--- src/hdl/fsmc_pkg.sv ---
// Shared types, opcodes and status codes of the Forth stack machine core.
`timescale 1ns / 1ps
package fsmc_pkg;

  localparam int WORD_BITS_DEF    = 32;
  localparam int DATA_DEPTH_DEF   = 32;
  localparam int RETURN_DEPTH_DEF = 32;
  localparam int MEM_WORDS_DEF    = 1024;
  localparam int PC_BITS_DEF      = 16;
  localparam int SKIP_WORDS       = 6;

  localparam logic [4:0] CMD_NONE    = 5'd0;
  localparam logic [4:0] CMD_PUSH    = 5'd1;
  localparam logic [4:0] CMD_RET     = 5'd2;
  localparam logic [4:0] CMD_CALL    = 5'd3;
  localparam logic [4:0] CMD_LOAD    = 5'd4;
  localparam logic [4:0] CMD_STORE   = 5'd5;
  localparam logic [4:0] CMD_JMP     = 5'd6;
  localparam logic [4:0] CMD_RPUSH   = 5'd7;
  localparam logic [4:0] CMD_DROP    = 5'd8;
  localparam logic [4:0] CMD_RPOP    = 5'd9;
  localparam logic [4:0] CMD_RDROP   = 5'd10;
  localparam logic [4:0] CMD_ADD     = 5'd11;
  localparam logic [4:0] CMD_SUB     = 5'd12;
  localparam logic [4:0] CMD_MUL     = 5'd13;
  localparam logic [4:0] CMD_DIV     = 5'd14;
  localparam logic [4:0] CMD_MOD     = 5'd15;
  localparam logic [4:0] CMD_AND     = 5'd16;
  localparam logic [4:0] CMD_OR      = 5'd17;
  localparam logic [4:0] CMD_XOR     = 5'd18;
  localparam logic [4:0] CMD_LESS    = 5'd19;
  localparam logic [4:0] CMD_GREATER = 5'd20;
  localparam logic [4:0] CMD_SKIP_IF = 5'd21;
  localparam logic [4:0] CMD_SWAP    = 5'd22;
  localparam logic [4:0] CMD_START   = 5'd23;

  localparam logic [2:0] ST_RUN     = 3'd0;
  localparam logic [2:0] ST_BYE     = 3'd1;
  localparam logic [2:0] ST_DUNDER  = 3'd2;
  localparam logic [2:0] ST_RUNDER  = 3'd3;
  localparam logic [2:0] ST_ZDIV    = 3'd4;
  localparam logic [2:0] ST_MEMF    = 3'd5;
  localparam logic [2:0] ST_OVF     = 3'd6;

  typedef struct packed {
    logic [4:0]  command;
    logic [31:0] literal;
  } fsmc_in_t;

  typedef struct packed {
    logic [15:0] next_pc;
    logic [31:0] top_value;
    logic [5:0]  data_depth;
    logic [5:0]  return_depth;
    logic [2:0]  status;
  } fsmc_out_t;

  // Stack demands and operation kind of one opcode, worked out by the front end
  typedef struct packed {
    logic [1:0] need_d;
    logic       grow_d;
    logic       need_r;
    logic       grow_r;
    logic       mem_op;
    logic       div_op;
    logic       bin_op;
  } fsmc_cls_t;

  typedef struct packed {
    logic [4:0]  command;
    logic [31:0] literal;
    fsmc_cls_t   cls;
  } fsmc_item_t;

endpackage

--- src/hdl/fsmc_front.sv ---
// Front end: instruction queue that classifies each opcode on entry.
`timescale 1ns / 1ps
module fsmc_front (
  input  logic                clk_i,
  input  logic                rst_ni,
  input  logic                push_i,
  output logic                full_o,
  input  fsmc_pkg::fsmc_in_t  in_i,
  output logic                valid_o,
  input  logic                take_i,
  output fsmc_pkg::fsmc_item_t item_o
);
  import fsmc_pkg::*;

  fsmc_item_t slot_q [2];
  logic       wr_ptr_q, wr_ptr_d, rd_ptr_q, rd_ptr_d;
  logic [1:0] cnt_q, cnt_d;
  fsmc_item_t cls_item;
  logic       do_push, do_pop;

  // Classify the incoming opcode; unknown codes run as none
  always_comb begin
    cls_item = '0;
    cls_item.literal = in_i.literal;
    cls_item.command = (in_i.command > CMD_START) ? CMD_NONE : in_i.command;
    unique case (cls_item.command)
      CMD_PUSH: cls_item.cls.grow_d = 1'b1;
      CMD_CALL, CMD_RPUSH: begin
        cls_item.cls.need_d = 2'd1;
        cls_item.cls.grow_r = 1'b1;
      end
      CMD_LOAD: begin
        cls_item.cls.need_d = 2'd1;
        cls_item.cls.mem_op = 1'b1;
      end
      CMD_STORE: begin
        cls_item.cls.need_d = 2'd2;
        cls_item.cls.mem_op = 1'b1;
      end
      CMD_JMP, CMD_DROP, CMD_SKIP_IF: cls_item.cls.need_d = 2'd1;
      CMD_RPOP: begin
        cls_item.cls.need_r = 1'b1;
        cls_item.cls.grow_d = 1'b1;
      end
      CMD_RDROP: cls_item.cls.need_r = 1'b1;
      CMD_DIV, CMD_MOD: begin
        cls_item.cls.need_d = 2'd2;
        cls_item.cls.div_op = 1'b1;
        cls_item.cls.bin_op = 1'b1;
      end
      CMD_ADD, CMD_SUB, CMD_MUL, CMD_AND, CMD_OR, CMD_XOR, CMD_LESS, CMD_GREATER,
      CMD_SWAP: begin
        cls_item.cls.need_d = 2'd2;
        cls_item.cls.bin_op = 1'b1;
      end
      default: cls_item.cls = '0;
    endcase
  end

  assign full_o  = (cnt_q == 2'd2);
  assign valid_o = (cnt_q != 2'd0);
  assign item_o  = slot_q[rd_ptr_q];
  assign do_push = push_i && !full_o;
  assign do_pop  = take_i && valid_o;

  // Advance queue pointers
  always_comb begin
    wr_ptr_d = wr_ptr_q ^ do_push;
    rd_ptr_d = rd_ptr_q ^ do_pop;
    cnt_d    = cnt_q + {1'b0, do_push} - {1'b0, do_pop};
  end

  always_ff @(posedge clk_i or negedge rst_ni) begin
    if (!rst_ni) begin
      wr_ptr_q <= 1'b0;
      rd_ptr_q <= 1'b0;
      cnt_q    <= 2'd0;
    end else begin
      wr_ptr_q <= wr_ptr_d;
      rd_ptr_q <= rd_ptr_d;
      cnt_q    <= cnt_d;
    end
  end

  // Store the classified beat
  always_ff @(posedge clk_i) begin
    if (do_push) begin
      slot_q[wr_ptr_q] <= cls_item;
    end
  end

endmodule

--- config.mk ---
export PLATFORM = sky130hd
export DESIGN_NAME = fsmc_front
export DESIGN_NICKNAME = d
export VERILOG_FILES = /design/src/hdl/fsmc_pkg.sv /design/src/hdl/fsmc_front.sv
export SDC_FILE = /design/constraint.sdc
export NUM_CORES = 1
export LEC_CHECK = 0
export BUFFER_PORTS_ARGS = -buffer_cell sky130_fd_sc_hd__clkbuf_2
export CAP_MARGIN = 40
export CORE_MARGIN = 10
export CORE_UTILIZATION = 48
export CTS_CLUSTER_SIZE = 24
export DETAILED_ROUTE_END_ITERATION = 7
export GPL_ROUTABILITY_DRIVEN = 0
export GPL_TIMING_DRIVEN = 0
export PLACE_DENSITY_LB_ADDON = 0.12
export SYNTH_ARGS = -nofsm -noshare
export SYNTH_HDL_FRONTEND = slang
export SYNTH_SLANG_ARGS = --single-unit
--- constraint.sdc ---
create_clock -name clk_i -period 2.25 [get_ports clk_i]
set_input_delay 0.1125 -clock clk_i [delete_from_list [all_inputs] [get_ports clk_i]]
set_output_delay 0.1125 -clock clk_i [all_outputs]
set_load 0.02 [all_outputs]
==> results of run 1 <==
==> cell usage in the layout (no fill, tap or decap), drive strengths merged, types with 2 or more instances in the layout <==
cell type and n:
and2 4, nor3 2, xnor2 3, nand2 6
clkbuf 92, ha 4, nor4b 2, o21ai 2
clkinvlp 2, dlygate4sd3 33, edfxtp 90, buf 11
nand2b 3, inv 10, mux2 45, dfrtp 4
==> cells by family after synthesis <==
logic type	after synthesis
AO/OA/AOI/OAI	6
XOR/XNOR	4
adder cells (fa/ha/maj)	4
buffers and inverters	15
flip-flops	94
multiplexers	45
AND/OR/NAND/NOR	22
==> stage by stage <==
| step | utilization | hold slack [ns] | std cells |
|---|---|---|---|
| after floorplan | - | -0.183 | 190 |
| after global placement | 0.564 | -0.0695 | 375 |
| after detailed placement | 0.570 | -0.0645 | 377 |
| after CTS | 0.636 | 0.0434 | 426 |
| after global routing | 0.636 | 0.0597 | 426 |
| final | 0.636 | 0.0645 | 426 |
==> cell type report <==
type                       count  area share
multi-input combinational     81       0.185
clock buffer                   9      0.0251
clock inverter                 7      0.0114
inverter                       6     0.00456
tap                          102      0.0258
buffer                         9      0.0213
timing repair buffer         118       0.159
sequential                    94       0.568
==> routing by layer <==
| metal | global-route usage | wire length [um] | up-vias |
|---|---|---|---|
| met3 | 0.0281 | 353 | 9 |
| met2 | 0.210 | 3720 | 48 |
| met5 | 0 | 0 | - |
| met1 | 0.133 | 2690 | 968 |
| met4 | 0.0446 | 80 | 0 |
| li1 | - | - | 980 |
==> where the power goes <==
group | total (mW) | switching, mW | internal [mW] | leakage, nW
Clock | 0.998 | 0.581 | 0.417 | 0.0862
Combinational | 2.43 | 1.32 | 1.11 | 1.05
Sequential | 2.50 | 0.102 | 2.40 | 0.889
==> worst paths after layout <==
| check | startpoint | to | slack, ns | cells after the start |
|---|---|---|---|---|
| worst min-delay path | take_i | rd_ptr_q | 0.06 | 3 |
| worst min register to register | cnt_q[1] | cnt_q[1] | 0.50 | 1 |
| worst max register to register | cnt_q[1] | slot_q[1][33] | 0.43 | 5 |
| worst max-delay path | cnt_q[1] | slot_q[1][33] | 0.43 | 5 |
| min in group asynchronous | rst_ni | cnt_q[0] | 0.10 | 2 |
| max in group asynchronous | rst_ni | rd_ptr_q | 2.02 | 2 |
==> critical path: stages, from the launching register on <==
cell and delay [ns]:
dfrtp_1 0.41, nand2b_1 0.09, nand2_1 0.08, inv_1 0.08, ha_2 0.58, buf_12 0.26
==> flip-flops by register name, indices dropped and copies added, names as in the netlist <==
name	cells
slot_q	90
rd_ptr_q	1
cnt_q	2
wr_ptr_q	1
==> run_results.csv, run 1 <==
group,metric,value,unit
synthesis,syn_inst,190,
floorplanning,initial_core_util,0.494,
synthesis,synthXorXnorAreaFrac,0.00913,
worst_setup_path,critical_path_required,2.30,ns
clock_tree,htreeDepth,3,
outcome,status,"finished clean",
timing,hold_viol_final,0,
pwr,p_leak,2.03,nW
worst_setup_path,crit_fanout,23,
clock_tree,cts-root-buf,"clkbuf_8",
global_route,grt_max_degree,24,
timing,setup_violations,0,
global_route,grt_pass1_wl,10900,um
placed_design,dpl_cell_area,4430,um^2
timing,postLayoutSetupSlackWorst,0.429,ns
timing,skew,0.00761,ns
clock_tree,cts_made_buffers,9,
drt,routedWlPerCell,16.1,um
timing,rsz0062_at_grt,"false",
layout,syn2layout_area_growth,28.6,%
synthesis,synth_flop_cell,"edfxtp_1",
timing,setup_tns,0,ns
floorplanning,rows,32,
synthesis,yosysMostFrequentCell,"edfxtp_1",
synthesis,yosysTopAreaCell,"edfxtp_1",
layout,nets,364,
floorplanning,die_y,109,um
timing,max_freq,549,MHz
drt,ant_nets,0,
synthesis,syn-cell-area,3840,um^2
synthesis,async_flop_share,0.0426,
global_route,globalRouteTotalUtil,0.117,
layout,nFillCells,576,
synthesis,ys_warn_count,0,
layout,design_area,4940,um^2
layout,seqCellArea,2800,um^2
layout,layout-drive-gt1-share,0.488,
clock_tree,cts_tree,"built",
global_route,grt.overflow.total,0,
synthesis,seq_area_frac_synth,0.730,
worst_setup_path,cp-end-kind,"flip-flop",
synthesis,syn_nets,235,
flow_run,maxCapViolations,0,
synthesis,synth.area.mux_share,0.170,
clock_tree,cts_buffer_depth,2,
synthesis,ys_seq_elements,94,
synthesis,synth_edf_count,90,
synthesis,synth_top_family_by_area,"multiplexers",
timing,worst_pin_slew,0.618,ns
global_route,grt_antenna_before_repair,0,
drt,route.detailed.drc,0,
floorplanning,die_x,109,um
drt,wirelength,6840,um
clock_tree,cts.sinks,94,
placed_design,placement.io_buffers,83,
timing,layout_min_cycle_time,1.82,ns
synthesis,yosysUniqueCellTypes,27,
drt,num_vias,2005,
worst_setup_path,startpoint_type,"flip-flop",
clock_tree,post_cts_buffers,0,
floorplanning,die-area,12000,um^2
synthesis,synth_area_leaders,"edfxtp_1, mux2_4, dfrtp_1",
layout,diodes,0,
clock_tree,clk_latency,0.34,ns
placed_design,pre_cts_ws,0.407,ns
synthesis,synth_common_cells,"edfxtp_1, mux2_4, buf_6",
placed_design,hpwl,4860,um
clock_tree,postCtsHoldBufs,33,
pwr,power_density,1200,nW/um^2
synthesis,synthSimpleGateAreaFrac,0.0342,
worst_setup_path,worstPathArrival,1.87,ns
clock_tree,cts_resized,0,
timing,finalCritPeriodShare,0.809,
clock_tree,clk_pin_slew,0.09,ns
pwr,p_total,5.93,mW
pwr,vdd_drop_max,0.000968,V
worst_hold_path,hp-class,"input pin to flip-flop",
synthesis,syn_avg_cell_area,20.2,um^2
floorplanning,io-pin-count,88,
worst_setup_path,worst-setup-path-type,"flip-flop to flip-flop",
floorplanning,core,7770,um^2
timing,drv_slew,0,
synthesis,synth_compound_area_frac,0.0101,
synthesis,synth_top_area_frac,0.704,
timing,slew_headroom,0.588,
drt,first_pass_iters,4,
global_route,grt_pass1_vias,2136,
layout,multiInputGateArea,913,um^2
drt,viasPerCell,4.71,
synthesis,synth_fa_ha_area_frac,0.0130,
drt,drt_iter0_drc,64,
(Power assumes the default switching activity.)
==> run 2, diff against run 1 <==
==> constraint.sdc (replaced) <==
create_clock -name clk_i -period 1.57 [get_ports clk_i]
set_input_delay 0.0785 -clock clk_i [delete_from_list [all_inputs] [get_ports clk_i]]
set_output_delay 0.0785 -clock clk_i [all_outputs]
set_load 0.02 [all_outputs]
==> run 2 against run 1 <==
Against the previous run: the run now ends with negative setup slack left; total power up 62%; utilization rose by 5.2 points; non-clock buffer count rose by 11; largest cell class unchanged.
==> run_results.csv, run 2 (synthesized netlist as in run 1, its figures left out) <==
group,metric,value,unit
floorplanning,die_x,109,um
layout,layout-drive-gt1-share,0.519,
timing,slew_headroom,0.680,
pwr,clkPwrFrac,0.158,
pwr,p_leak,2.17,nW
layout,finalNonFillerCells,437,
layout,final_common_cell,"edfxtp_1",
placed_design,place_inst,377,
worst_setup_path,r2r-start,"cnt_q[0]",
layout,top_regs,"slot_q (90), cnt_q (2)",
timing,worst_pin_slew,0.473,ns
worst_setup_path,crit_fanout,3,
timing,drv_slew,0,
global_route,grt.overflow.total,0,
clock_tree,cts-root-buf,"clkbuf_8",
timing,hold_viol_final,0,
outcome,status,"finished, violations left",
layout,multiInputGateArea,968,um^2
worst_hold_path,hold_depth,2,
global_route,globalRouteTotalUtil,0.123,
global_route,grt_antenna_before_repair,0,
worst_setup_path,startpoint_type,"flip-flop",
global_route,grt_pass1_vias,2180,
floorplanning,die_y,109,um
drt,wirelength,7310,um
pwr,p_sw_frac,0.318,
worst_hold_path,hp-start,"in_i[36]",
worst_setup_path,regToRegEndpoint,"cnt_q[1]",
clock_tree,clk_latency,0.34,ns
clock_tree,cts_buffer_depth,2,
timing,rsz0062_at_grt,"true",
placed_design,hpwl,4680,um
worst_setup_path,critical_path_required,1.80,ns
timing,skew,0.00583,ns
drt,viasPerCell,4.77,
global_route,grt_util_met3,0.0357,
drt,drt_iter0_drc,49,
floorplanning,initial_core_util,0.494,
timing,max_freq,620,MHz
pwr,vdd_drop_max,0.00106,V
layout,design_area,5340,um^2
clock_tree,clk_pin_slew,0.08,ns
worst_setup_path,worstPathArrival,1.85,ns
layout,mostFrequentLayoutCells,"edfxtp_1, clkbuf_2, mux2_4",
drt,ant_nets,0,
timing,setup_tns,-0.802,ns
timing,setup_violations,44,
pwr,power.switching,3.06,mW
timing,finalCritPeriodShare,1.03,
worst_hold_path,min_to,"slot_q[1][5]",
global_route,busiest_layer,"met2",
floorplanning,die-area,12000,um^2
global_route,use_met2,0.216,
worst_hold_path,hp-class,"input pin to flip-flop",
floorplanning,core,7770,um^2
worst_setup_path,cp-end-kind,"flip-flop",
layout,syn2layout_area_growth,39.1,%
global_route,grt_pass1_wl,11100,um
placed_design,placement.io_buffers,83,
pwr,p_int,6.55,mW
placed_design,dpl_cell_area,4440,um^2
drt,route.detailed.drc,0,
worst_setup_path,rr_worst_depth,7,
layout,nFillCells,536,
clock_tree,cts_tree,"built",
pwr,combPwrFrac,0.469,
layout,nets,375,
pwr,seqPwrFrac,0.373,
worst_setup_path,regToRegSetupSlack,-0.04,ns
outcome,violations,"negative setup slack",
layout,largest_reg_flops,90,
global_route,grt_max_degree,23,
drt,first_pass_iters,4,
pwr,power_density,1800,nW/um^2
clock_tree,cts.sinks,94,
clock_tree,htreeDepth,3,
layout,largest_register,"slot_q",
floorplanning,io-pin-count,88,
timing,postLayoutSetupSlackWorst,-0.0434,ns
clock_tree,cts_made_buffers,9,
layout,seqCellArea,2800,um^2
floorplanning,rows,32,
worst_setup_path,worst-setup-path-type,"flip-flop to flip-flop",
global_route,use_met1,0.133,
layout,diodes,0,
drt,routedWlPerCell,16.7,um
drt,num_vias,2085,
timing,layout_min_cycle_time,1.61,ns
flow_run,maxCapViolations,0,
## run 2: worst max path at each step
stage | to | from | slack [ns]
floorplan | slot_q[0][0] | cnt_q[1] | -0.11
global placement | slot_q[1][25] | cnt_q[1] | -0.50
detailed placement | slot_q[0][25] | cnt_q[1] | -0.30
CTS | item_o[8] | rd_ptr_q | -0.09
global route | item_o[6] | rd_ptr_q | -0.09
finish | cnt_q[1] | cnt_q[0] | -0.04
## run 2: power by group through the flow
stage | Sequential (mW) | Combinational [mW] | Clock, mW
after floorplan | 3.61 | 2.53 | 0
after global placement | 3.63 | 3.43 | 0
after detailed placement | 3.64 | 3.55 | 0
after CTS | 3.58 | 3.98 | 1.57
after global routing | 3.64 | 4.77 | 1.66
final | 3.58 | 4.50 | 1.52
## run 2: repair_timing
action                                  4_1_cts  5_1_grt
gates resized for setup                      16       79
endpoints found under the hold margin        68        0
hold buffers                                 33        0
cloned                                        0        1
endpoints found under the setup margin      130       76
buffers inserted                              6        4
pin swaps                                     6        5
## run 2: routing by layer
layer	wire (um)	vias up
met5	0	-
met4	136	0
met3	441	11
met2	3920	50
met1	2820	1023
li1	-	1001
## run 2: cell type report
| class | instances | share of cell area |
|---|---|---|
| Inverter | 6 | 0.00422 |
| Clock inverter | 5 | 0.0110 |
| Timing Repair Buffer | 129 | 0.203 |
| Sequential cell | 94 | 0.525 |
| Buffer | 9 | 0.0270 |
| Clock buffer | 11 | 0.0246 |
| Multi-Input combinational cell | 81 | 0.181 |
| Tap cell | 102 | 0.0239 |
## run 2: critical path, cell delays in order, from the launching register on
cell and delay (ns):
dfrtp_1 0.40, or2_4 0.26, and2_4 0.15, ha_4 0.26
inv_2 0.04, ha_4 0.15, xnor2_2 0.13, xnor2_1 0.13
## run 2: metrics by stage
step | setup WS [ns] | total power [mW] | util | hold WS (ns)
after floorplan | -0.111 | 6.14 | - | -0.217
after global placement | -0.503 | 7.06 | 0.565 | -0.106
after detailed placement | -0.299 | 7.19 | 0.572 | -0.102
after CTS | -0.0916 | 9.13 | 0.659 | 0.0377
after global routing | -0.0890 | 10.1 | 0.687 | 0.0526
final | -0.0434 | 9.60 | 0.687 | 0.0596
